**src/rtl/fbc_pkg.sv**
```systemverilog
// shared types, constants and hash step for the framed blob checker
`default_nettype none

package fbc_pkg;

    localparam logic [63:0] FNV_BASIS = 64'hcbf29ce484222325;

    // byte position counter saturates at the minimum blob length
    localparam int          CNT_W     = 5;
    localparam logic [CNT_W-1:0] MIN_BLOB  = 5'd16;
    localparam logic [CNT_W-1:0] MAGIC_END = 5'd4;
    localparam logic [CNT_W-1:0] VER_END   = 5'd8;

    localparam int TAIL_N  = 8;
    localparam int QDEPTH  = 2;
    localparam int QPTR_W  = (QDEPTH > 1) ? $clog2(QDEPTH) : 1;
    localparam int QCNT_W  = $clog2(QDEPTH + 1);

    localparam logic CFG_CUR_VERSION = 1'b0;
    localparam logic CFG_MIN_VERSION = 1'b1;

    typedef enum logic [1:0] {
        ST_OK          = 2'd0,
        ST_CORRUPT     = 2'd1,
        ST_MIGRATE     = 2'd2,
        ST_UNSUPPORTED = 2'd3
    } status_t;

    // one classified byte as it travels from front to back
    typedef struct packed {
        logic [7:0] data;
        logic       last;
        logic       hash_en;
        logic       magic_bad;
        logic       ver_en;
        logic [1:0] ver_lane;
        logic       short_blob;
    } fbc_item_t;

    function automatic logic [7:0] magic_byte(input logic [1:0] idx);
        unique case (idx)
            2'd0: return 8'h50;
            2'd1: return 8'h54;
            2'd2: return 8'h41;
            2'd3: return 8'h53;
        endcase
    endfunction

    // one fnv-1a round; the prime is 2^40 + 0x1b3, so shifts and adds
    function automatic logic [63:0] fnv_step(input logic [63:0] h, input logic [7:0] b);
        logic [63:0] x;
        x = h ^ {56'd0, b};
        return x + (x << 1) + (x << 4) + (x << 5) + (x << 7) + (x << 8) + (x << 40);
    endfunction

endpackage

`default_nettype wire

```
**src/rtl/fbc_front.sv**
```systemverilog
// front: byte position tracking and per-byte classification
`default_nettype none

module fbc_front
    import fbc_pkg::*;
(
    input  wire logic       clk,
    input  wire logic       rst_n,
    input  wire logic       in_valid,
    input  wire logic       q_full,
    input  wire logic [7:0] data_byte,
    input  wire logic       last,
    output logic            push,
    output fbc_item_t       item
);

    logic [CNT_W-1:0] cnt_reg;
    logic [CNT_W-1:0] cnt_next;

    assign push = in_valid && !q_full;

    always_comb
    begin
        item.data       = data_byte;
        item.last       = last;
        item.hash_en    = (cnt_reg >= VER_END);
        item.magic_bad  = (cnt_reg < MAGIC_END) && (data_byte != magic_byte(cnt_reg[1:0]));
        item.ver_en     = (cnt_reg >= MAGIC_END) && (cnt_reg < VER_END);
        item.ver_lane   = cnt_reg[1:0];
        item.short_blob = (cnt_reg < (MIN_BLOB - 5'd1));
    end

    always_comb
    begin
        cnt_next = cnt_reg;
        if (push)
        begin
            if (last)
                cnt_next = '0;
            else if (cnt_reg != MIN_BLOB)
                cnt_next = cnt_reg + 5'd1;
        end
    end

    always_ff @(posedge clk or negedge rst_n)
    begin
        if (!rst_n)
            cnt_reg <= '0;
        else
            cnt_reg <= cnt_next;
    end

    a_cnt_sat: assert property (@(posedge clk) disable iff (!rst_n) cnt_reg <= MIN_BLOB)
        else $error("byte counter past saturation");

    a_cnt_clear: assert property (@(posedge clk) disable iff (!rst_n)
        push && last |=> cnt_reg == '0)
        else $error("byte counter not cleared after last item");

endmodule

`default_nettype wire

```
**src/rtl/fbc_queue.sv**
```systemverilog
// queue of classified items between front and back
`default_nettype none

module fbc_queue
    import fbc_pkg::*;
(
    input  wire logic      clk,
    input  wire logic      rst_n,
    input  wire logic      push,
    input  wire fbc_item_t item_in,
    input  wire logic      pop,
    output logic           full,
    output logic           q_valid,
    output fbc_item_t      item_out
);

    fbc_item_t          mem_reg [QDEPTH];
    logic [QPTR_W-1:0]  wr_ptr_reg;
    logic [QPTR_W-1:0]  wr_ptr_next;
    logic [QPTR_W-1:0]  rd_ptr_reg;
    logic [QPTR_W-1:0]  rd_ptr_next;
    logic [QCNT_W-1:0]  count_reg;
    logic [QCNT_W-1:0]  count_next;

    assign full     = (count_reg == QCNT_W'(QDEPTH));
    assign q_valid  = (count_reg != '0);
    assign item_out = mem_reg[rd_ptr_reg];

    always_comb
    begin
        wr_ptr_next = wr_ptr_reg;
        rd_ptr_next = rd_ptr_reg;
        count_next  = count_reg;
        if (push)
            wr_ptr_next = (wr_ptr_reg == QPTR_W'(QDEPTH - 1)) ? '0 : wr_ptr_reg + 1'b1;
        if (pop)
            rd_ptr_next = (rd_ptr_reg == QPTR_W'(QDEPTH - 1)) ? '0 : rd_ptr_reg + 1'b1;
        if (push && !pop)
            count_next = count_reg + 1'b1;
        else if (pop && !push)
            count_next = count_reg - 1'b1;
    end

    always_ff @(posedge clk)
    begin
        if (push)
            mem_reg[wr_ptr_reg] <= item_in;
    end

    always_ff @(posedge clk or negedge rst_n)
    begin
        if (!rst_n)
        begin
            wr_ptr_reg <= '0;
            rd_ptr_reg <= '0;
            count_reg  <= '0;
        end
        else
        begin
            wr_ptr_reg <= wr_ptr_next;
            rd_ptr_reg <= rd_ptr_next;
            count_reg  <= count_next;
        end
    end

    a_q_bound: assert property (@(posedge clk) disable iff (!rst_n)
        count_reg <= QCNT_W'(QDEPTH))
        else $error("queue count past depth");

endmodule

`default_nettype wire

```
**src/rtl/fbc_back.sv**
```systemverilog
// back: hashing, tail delay line, header capture and status decision
`default_nettype none

module fbc_back
    import fbc_pkg::*;
(
    input  wire logic        clk,
    input  wire logic        rst_n,
    input  wire logic        q_valid,
    input  wire fbc_item_t   item_in,
    input  wire logic [31:0] cur_version,
    input  wire logic [31:0] min_version,
    input  wire logic        out_stall,
    output logic             pop,
    output logic             out_valid,
    output logic [1:0]       status,
    output logic [31:0]      version
);

    // per-blob state
    logic [63:0] hash_reg;
    logic [63:0] hash_next;
    logic [7:0]  tail_reg [TAIL_N];
    logic [7:0]  tail_next [TAIL_N];
    logic        magic_reg;
    logic        magic_next;
    logic [31:0] ver_reg;
    logic [31:0] ver_next;

    // finished-blob stage
    logic        fin_valid_reg;
    logic [63:0] fin_hash_reg;
    logic [63:0] fin_stored_reg;
    logic        fin_magic_reg;
    logic        fin_short_reg;
    logic [31:0] fin_ver_reg;

    // output register
    logic        out_valid_reg;
    status_t     status_reg;
    logic [31:0] version_reg;

    logic        fin_adv;
    logic        back_ready;
    logic [63:0] upd_hash;
    logic [63:0] stored;
    status_t     st_calc;

    assign fin_adv    = !out_valid_reg || !out_stall;
    assign back_ready = !fin_valid_reg || fin_adv;
    assign pop        = q_valid && back_ready;

    always_comb
    begin
        upd_hash   = item_in.hash_en ? fnv_step(hash_reg, tail_reg[0]) : hash_reg;
        magic_next = magic_reg;
        ver_next   = ver_reg;
        hash_next  = hash_reg;
        for (int i = 0; i < TAIL_N - 1; i++)
            tail_next[i] = pop ? tail_reg[i + 1] : tail_reg[i];
        tail_next[TAIL_N - 1] = pop ? item_in.data : tail_reg[TAIL_N - 1];
        stored = '0;
        for (int i = 0; i < TAIL_N; i++)
            stored[8*i +: 8] = tail_next[i];
        if (pop)
        begin
            if (item_in.last)
            begin
                hash_next  = FNV_BASIS;
                magic_next = 1'b1;
                ver_next   = '0;
            end
            else
            begin
                hash_next  = upd_hash;
                magic_next = magic_reg && !item_in.magic_bad;
                if (item_in.ver_en)
                    ver_next[8*item_in.ver_lane +: 8] = item_in.data;
            end
        end
    end

    // the version byte of the last item still counts toward the reported word
    logic [31:0] fin_ver_calc;
    always_comb
    begin
        fin_ver_calc = ver_reg;
        if (item_in.ver_en)
            fin_ver_calc[8*item_in.ver_lane +: 8] = item_in.data;
    end

    always_comb
    begin
        priority if (fin_short_reg || !fin_magic_reg || (fin_stored_reg != fin_hash_reg))
            st_calc = ST_CORRUPT;
        else if (fin_ver_reg == cur_version)
            st_calc = ST_OK;
        else if ((fin_ver_reg >= min_version) && (fin_ver_reg < cur_version))
            st_calc = ST_MIGRATE;
        else
            st_calc = ST_UNSUPPORTED;
    end

    always_ff @(posedge clk)
    begin
        tail_reg <= tail_next;
        if (pop && item_in.last)
        begin
            fin_hash_reg   <= upd_hash;
            fin_stored_reg <= stored;
            fin_magic_reg  <= magic_reg && !item_in.magic_bad;
            fin_short_reg  <= item_in.short_blob;
            fin_ver_reg    <= fin_ver_calc;
        end
        if (fin_valid_reg && fin_adv)
        begin
            status_reg  <= st_calc;
            version_reg <= fin_ver_reg;
        end
    end

    always_ff @(posedge clk or negedge rst_n)
    begin
        if (!rst_n)
        begin
            hash_reg      <= FNV_BASIS;
            magic_reg     <= 1'b1;
            ver_reg       <= '0;
            fin_valid_reg <= 1'b0;
            out_valid_reg <= 1'b0;
        end
        else
        begin
            hash_reg  <= hash_next;
            magic_reg <= magic_next;
            ver_reg   <= ver_next;
            if (pop && item_in.last)
                fin_valid_reg <= 1'b1;
            else if (fin_adv)
                fin_valid_reg <= 1'b0;
            if (fin_valid_reg && fin_adv)
                out_valid_reg <= 1'b1;
            else if (!out_stall)
                out_valid_reg <= 1'b0;
        end
    end

    assign out_valid = out_valid_reg;
    assign status    = status_reg;
    assign version   = version_reg;

    a_blob_clear: assert property (@(posedge clk) disable iff (!rst_n)
        pop && item_in.last |=> (hash_reg == FNV_BASIS) && magic_reg && (ver_reg == '0))
        else $error("blob state not cleared after last item");

    a_fin_hold: assert property (@(posedge clk) disable iff (!rst_n)
        fin_valid_reg && !fin_adv |=> fin_valid_reg)
        else $error("finished blob dropped while output busy");

endmodule

`default_nettype wire

```
**src/rtl/framed_blob_checker_fnv1a64.sv**
```systemverilog
// top level of the framed blob checker with 64-bit fnv-1a checksum
// throughput: one byte item per cycle sustained while out_stall is low, back-to-back blobs included
// after the last byte is accepted, its status passes through the queue write, then
//   the back pop into the finish stage, then the output register
// the hash recurrence is one fnv round per cycle in the back unit while it pops items
// reset: async active low; blob state to fnv basis, registers to version 1
`default_nettype none

module framed_blob_checker_fnv1a64
    import fbc_pkg::*;
(
    input  wire logic        clk,
    input  wire logic        rst_n,
    // byte channel
    input  wire logic        in_valid,
    output logic             in_stall,
    input  wire logic [7:0]  data_byte,
    input  wire logic        last,
    // status channel
    output logic             out_valid,
    input  wire logic        out_stall,
    output logic [1:0]       status,
    output logic [31:0]      version,
    // configuration write port
    input  wire logic        cfg_wr_en,
    input  wire logic        cfg_index,
    input  wire logic [31:0] cfg_data
);

    // version registers; the user must write them only while idle, the block does not enforce it
    logic [31:0] cur_version_reg;
    logic [31:0] min_version_reg;

    logic        push;
    logic        pop;
    logic        q_full;
    logic        q_valid;
    fbc_item_t   front_item;
    fbc_item_t   back_item;

    always_ff @(posedge clk or negedge rst_n)
    begin
        if (!rst_n)
        begin
            cur_version_reg <= 32'd1;
            min_version_reg <= 32'd1;
        end
        else if (cfg_wr_en)
        begin
            unique case (cfg_index)
                CFG_CUR_VERSION: cur_version_reg <= cfg_data;
                CFG_MIN_VERSION: min_version_reg <= cfg_data;
            endcase
        end
    end

    // input stalls only on a full queue, which fills when the output side holds the back
    assign in_stall = q_full;

    // front: position counter and per-byte classification
    fbc_front u_front (
        .clk       (clk),
        .rst_n     (rst_n),
        .in_valid  (in_valid),
        .q_full    (q_full),
        .data_byte (data_byte),
        .last      (last),
        .push      (push),
        .item      (front_item)
    );

    // short queue decouples the front from the back
    fbc_queue u_queue (
        .clk      (clk),
        .rst_n    (rst_n),
        .push     (push),
        .item_in  (front_item),
        .pop      (pop),
        .full     (q_full),
        .q_valid  (q_valid),
        .item_out (back_item)
    );

    // back: hash, tail line, header capture, status and output register
    fbc_back u_back (
        .clk         (clk),
        .rst_n       (rst_n),
        .q_valid     (q_valid),
        .item_in     (back_item),
        .cur_version (cur_version_reg),
        .min_version (min_version_reg),
        .out_stall   (out_stall),
        .pop         (pop),
        .out_valid   (out_valid),
        .status      (status),
        .version     (version)
    );

endmodule

`default_nettype wire

```
**config.mk**
```make
export PLATFORM = sky130hd
export DESIGN_NAME = framed_blob_checker_fnv1a64
export DESIGN_NICKNAME = d
export VERILOG_FILES = /design/src/rtl/fbc_pkg.sv /design/src/rtl/fbc_front.sv /design/src/rtl/fbc_queue.sv /design/src/rtl/fbc_back.sv /design/src/rtl/framed_blob_checker_fnv1a64.sv
export SDC_FILE = /design/constraint.sdc
export NUM_CORES = 1
export LEC_CHECK = 0
export BUFFER_PORTS_ARGS = -buffer_cell sky130_fd_sc_hd__buf_2
export CAP_MARGIN = 0
export CORE_MARGIN = 2
export CORE_UTILIZATION = 55
export DETAILED_ROUTE_END_ITERATION = 7
export PLACE_DENSITY = 0.83
export SLEW_MARGIN = 10
export SYNTH_ARGS = -nofsm -noshare
export SYNTH_HDL_FRONTEND = slang
export SYNTH_SLANG_ARGS = --single-unit
```
**constraint.sdc**
```tcl
create_clock -name clk -period 7.85 [get_ports clk]
set_input_delay 0.3925 -clock clk [delete_from_list [all_inputs] [get_ports clk]]
set_output_delay 0.3925 -clock clk [all_outputs]
set_load 0.02 [all_outputs]
```
==> flow_summary.yaml, run 1 <==
die:
  ioPinCount: 83
  die_y_um: 236
  die_w_um: 236
  die-area_sq_um: 55600
  initial_core_util_pct: 55.9
  row_count: 84
  coreArea_sq_um: 52900
synthesis:
  synth_mux_area_share_pct: 1.92
  yosysTopAreaCellShare_pct: 22.9
  synthXorXnorAreaFrac_pct: 4.18
  ys_ff_latch: 462
  ys_top_cells_by_area: "edfxtp_1, fa_1, dfrtp_1"
  async_reset_ff_share_pct: 37.2
  synthCells: 2786
  ys_seq_area_share_pct: 42.0
  syn_avg_cell_area_sq_um: 10.6
  syn-cell-area_sq_um: 29600
  synth_compound_area_share_pct: 11.7
  yosysWarningCount: 0
  synthAdderAreaFrac_pct: 24.1
  synthFlopType: "edfxtp_1"
  synth_top_area_cell: "edfxtp_1"
  synth_top_family_by_area: "adder cells"
  yosys-top-cells-count: "inv_1, nand2_1, fa_1"
  ys_types: 79
  yosysMostFrequentCell: "inv_1"
  synth_edf_count: 226
  synthSimpleGateAreaFrac_pct: 8.97
  synth_fp_nets: 3255
clock_network:
  cts_tree: "yes"
  clock_tree.root_cell: "clkbuf_16"
  clock_sinks: 462
  clk_latency_ns: 0.61
  htreeDepth: 2
  cts_buffers: 47
  cts_resized: 0
  clockBufferDepth: 3
  clkSlewWorstSetupHoldPaths_ns: 0.06
critical_path:
  cp_slowest_stage_delay_ns: 0.65
  worstPathCellList: "inv_1 -> fa_1 -> inv_1 -> fa_1 -> inv_1 -> fa_1 -> fa_1 -> inv_1 -> ha_1 -> a2111oi_0 -> o21ai_1 -> a41oi_1 -> nor3b_1 -> a22o_1 -> a21oi_1 -> a221oi_1 -> xor2_1 -> o21ai_1"
  crit_required_ns: 8.18
  crit_path_max_fanout: 6
  start_kind: "flip-flop"
  crit_arrival_ns: 6.91
  crit_buf_inv: 4
  endpoint_kind: "flip-flop"
  cp_top_family: "adder cells"
  crit_path_top_delay_cell: "dfstp_2"
  worstSetupPathType: "flip-flop to flip-flop"
finish:
  final_core_util_pct: 61.1
  nNetsFinal: 3328
  diodes: 0
  syn_to_final_growth_pct: 9.23
  drive_gt1_share_pct: 9.08
sta:
  max_freq_ghz: 0.152
  setup_tns_ns: 0
  maxSlewViolCount: 0
  fin_skew_ns: 0.0290
  rsz0062_at_grt: "false"
  setup_ws_ns: 1.27
  whs_ns: 0.0170
  max-slew-margin-rel_pct: 23.3
  timing.final.crit_share_pct: 83.8
  setup_viol: 0
  tightest_slew_ns: 1.15
  finalWorstPathRequiredPeriod_ns: 6.58
  hold_viol: 0
global_route:
  grt_overflow: 0
  grt_pass1_wl_um: 126000
  gr-usage-all-layers_pct: 29.4
  grt_pass1_vias: 22114
  grt_max_degree: 105
  antenna_found_initial: 0
place:
  dp_slack_ns: 1.41
  dp_hpwl_um: 60400
  place_congestion: 1.01
  portBuffers: 82
routing:
  drt-pass1-iter-count: 6
  drc_errors: 0
  vias: 21063
  drtAntennaViolNets: 0
  wl_per_cell_um: 22.4
  drt-initial-drc-count: 1898
  via_per_inst: 5.88
  totalWireLength_um: 80100
job:
  drv_cap: 0
hold_path:
  hold_path_class: "input port to flip-flop"
outcome:
  run_status: "complete, no violations"
-- tightest hold or removal path, stage by stage --
cell	delay [ns]
buf_2	0.09
nand2_1	0.04
o21ai_0	0.07
-- cells by family (layout without fill, tap and decap cells) --
| family | after synthesis | in the layout |
|---|---|---|
| adder cells (fa/ha/maj) | 426 | 426 |
| flip-flops | 462 | 462 |
| buffers and inverters | 561 | 672 |
| AND/OR/NAND/NOR | 606 | 606 |
| XOR/XNOR | 141 | 141 |
| multiplexers | 52 | 52 |
| AO/OA/AOI/OAI | 538 | 538 |
-- routing by layer --
metal / track usage [%] / part of all wire (%)
met1: 36.4 / 38
met5: 0 / 0
met2: 50.3 / 49
met4: 14.2 / 5.7
met3: 4.68 / 7.1
-- final timing paths --
path | from | to | slack (ns) | cells after the start
max in group asynchronous | rst_n | u_back.hash_reg[33] | 5.59 | 3
setup reg to reg | u_back.hash_reg[8] | u_back.fin_hash_reg[61] | 1.27 | 18
setup / recovery | u_back.hash_reg[8] | u_back.fin_hash_reg[61] | 1.27 | 18
hold reg to reg | u_back.tail_reg[35] | u_back.tail_reg[43] | 0.45 | 2
hold / removal | cfg_data[17] | cur_version_reg[17] | 0.02 | 3
min in group asynchronous | rst_n | cur_version_reg[21] | 0.51 | 2
-- cell type report --
cell class / count / area, sq um
multi-input combinational: 1763 / 15100
tap: 688 / 861
clock inverter: 19 / 168
fill: 4089 / 20600
clock buffer: 68 / 1290
sequential: 462 / 12400
timing repair buffer: 115 / 709
inverter: 470 / 1770
-- placed cells by master, fill, tap and decap left out, drive strengths merged, types with 58 or more instances in the layout --
master,n
nand2,385
nor2,73
fa,240
xnor2,97
buf,102
ha,182
inv,470
edfxtp,226
o21ai,167
a21oi,119
a21o,58
dfxtp,64
clkbuf,68
dfrtp,141
-- stage by stage --
stage          cells  area, sq um
6_report        3585        32300
3_3_place_gp    3485        30700
4_1_cts         3585        32300
3_5_place_dp    3485        30700
2_1_floorplan   2786        29600
5_1_grt         3585        32300
-- what timing repair did --
item / 4_1_cts / 5_1_grt
hold buffers: 13 / 0
buffers inserted: 0 / 0
endpoints found under the hold margin: 86 / 0
Power of run 1 is not shown: default switching activity piles up to over one toggle a cycle in this logic, so the estimate is an artifact.
==> run 2, diff against run 1 <==
--- a/config.mk
+++ b/config.mk
@@ -10,7 +10,7 @@
 export CORE_MARGIN = 2
 export CORE_UTILIZATION = 55
 export DETAILED_ROUTE_END_ITERATION = 7
-export PLACE_DENSITY = 0.83
+export PLACE_DENSITY = 0.81
 export SLEW_MARGIN = 10
 export SYNTH_ARGS = -nofsm -noshare
 export SYNTH_HDL_FRONTEND = slang
==> constraint.sdc (replaced) <==
create_clock -name clk -period 6.15 [get_ports clk]
set_input_delay 0.3075 -clock clk [delete_from_list [all_inputs] [get_ports clk]]
set_output_delay 0.3075 -clock clk [all_outputs]
set_load 0.02 [all_outputs]
==> run 2 against run 1 <==
  * Flip-flop and latch count is the same
  * Non-clock buffer count grew 68
  * Critical path depth grew 1
  * Global-route usage grew 0.25 points
  * First-iteration DRC count shrank 2.5%
  * Clock skew is essentially flat
  * Final cell count grew 2.0%
  * Die area is the same
  * Fmax grew 11%
  * Critical endpoint is now u_back.fin_hash_reg[49]
  * Highest routed layer is now met5
==> flow_summary.yaml, run 2 (synthesis results as in run 1) <==
outcome:
  run_status: "complete, no violations"
critical_path:
  cp_slowest_stage_delay_ns: 0.55
  endpoint_kind: "flip-flop"
  crit_arrival_ns: 6.23
  crit_path_max_fanout: 8
  worstSetupPathType: "flip-flop to flip-flop"
  rrSetupSlack_ns: 0.23
  start_kind: "flip-flop"
  crit_required_ns: 6.46
  regToRegEndpoint: "u_back.fin_hash_reg[49]"
  crit_path_top_delay_cell: "dfstp_2"
  worstPathCellList: "xnor2_1 -> inv_2 -> xnor2_1 -> xnor2_1 -> fa_1 -> inv_1 -> fa_1 -> inv_1 -> ha_1 -> ha_1 -> and3_1 -> a221oi_2 -> o41ai_4 -> o2111a_1 -> o22a_1 -> a31o_2 -> a21oi_1 -> xor2_1 -> o21ai_1"
  ff2ff_path_depth: 19
  rr_startpoint: "u_back.hash_reg[2]"
  worst_path_most_repeated_cell: "xnor2_1"
global_route:
  grt_max_degree: 147
  grt_pass1_vias: 22082
  grt_pass1_wl_um: 127000
  antenna_found_initial: 1
  grt_overflow: 0
  gr-usage-all-layers_pct: 29.6
finish:
  layout_common_cells: "inv_1, nand2_1, fa_1"
  nNetsFinal: 3398
  drive_gt1_share_pct: 11.0
  diodes: 0
  final_common_cell: "inv_1"
  stdcell_count: 3658
  syn_to_final_growth_pct: 12.1
die:
  initial_core_util_pct: 55.9
  ioPinCount: 83
  coreArea_sq_um: 52900
  die_w_um: 236
  row_count: 84
  die-area_sq_um: 55600
  die_y_um: 236
routing:
  drtAntennaViolNets: 0
  drt-pass1-iter-count: 6
  via_per_inst: 5.80
  wl_per_cell_um: 22.2
  vias: 21214
  totalWireLength_um: 81100
  drc_errors: 0
  drt-initial-drc-count: 1850
sta:
  finalWorstPathRequiredPeriod_ns: 5.92
  rsz0062_at_grt: "true"
  fin_skew_ns: 0.0292
  max_freq_ghz: 0.169
  setup_viol: 0
  max-slew-margin-rel_pct: 16.6
  setup_ws_ns: 0.227
  tightest_slew_ns: 1.25
  maxSlewViolCount: 0
  hold_viol: 0
  timing.final.crit_share_pct: 96.3
clock_network:
  clock_sinks: 462
  clock_tree.root_cell: "clkbuf_16"
  clk_latency_ns: 0.61
  clockBufferDepth: 3
  clkSlewWorstSetupHoldPaths_ns: 0.06
  htreeDepth: 2
  cts_tree: "yes"
  cts_buffers: 49
hold_path:
  hold_path_class: "input port to flip-flop"
  worstHoldStart: "in_valid"
  holdPathStages: 4
  hold_end: "u_front.cnt_reg[4]"
place:
  dp_slack_ns: -0.0102
  portBuffers: 82
  dp_cells: 3515
  place_congestion: 0.961
  dp_hpwl_um: 60500
job:
  drv_cap: 0
## run 2: cell count changes in the layout (fill, tap and decap cells not counted), moves of 5 or more
cell / delta
inv_6: +5
clkbuf_1: -9
clkinvlp_4: +5
dlygate4sd3_1: +30
buf_4: +37
## run 2: worst max-delay path by stage
| stage | startpoint | endpoint | slack [ns] | cells past startpoint |
|---|---|---|---|---|
| final | u_back.hash_reg[2] | u_back.fin_hash_reg[49] | 0.23 | 19 |
| after global routing | u_back.hash_reg[9] | u_back.fin_hash_reg[61] | -0.02 | 19 |
| after CTS | u_back.hash_reg[9] | u_back.fin_hash_reg[61] | 0.001 | 19 |
| after detailed placement | u_back.hash_reg[9] | u_back.fin_hash_reg[61] | -0.01 | 19 |
| after global placement | u_back.hash_reg[2] | u_back.fin_hash_reg[55] | 0.04 | 19 |
| after floorplan | u_back.out_valid | u_back.fin_hash_reg[0] | 0.22 | 6 |
## run 2: metrics by stage
stage               utilization [%]  hold WS, ns  setup TNS (ns)  cell area (sq um)
floorplan                         -       0.0119               0              29600
global placement               58.5        0.439               0              30900
detailed placement             58.5        0.452         -0.0113              30900
CTS                            62.4       0.0944               0              33000
global route                   62.7        0.182         -0.0259              33200
finish                         62.7        0.130               0              33200
## run 2: cell type report
class	count	area, sq um
Clock buffer	61	1320
Clock inverter	31	318
Fill cell	4141	19700
Inverter	470	1780
Multi-Input combinational cell	1763	15200
Sequential cell	462	12400
Tap cell	688	861
Timing Repair Buffer	183	1310
## run 2: what timing repair did
item,CTS,global route
setup endpoints to repair,4,22
hold endpoints to repair,177,0
gates resized for setup,1,17
pin swaps,0,1
hold buffers,43,0
setup buffers,0,8
## run 2: worst max-delay path: cells and delay by family, from the launching register on
kind,cells,cell delay [ns]
and+or+nand+nor,1,0.22
adders and majority gates,4,1.74
buffers and inverters,3,0.28
AOI/OAI and AO/OA,7,1.84
DFF,1,0.55
xor gates and xnor gates,4,0.99
## run 2: routing by layer
layer,global-route usage [%],routed length [um]
met5,0,11
met4,13.8,4270
met3,3.37,4420
met2,51.5,40300
met1,37.2,32100
Power of run 2 is left out for the same reason.
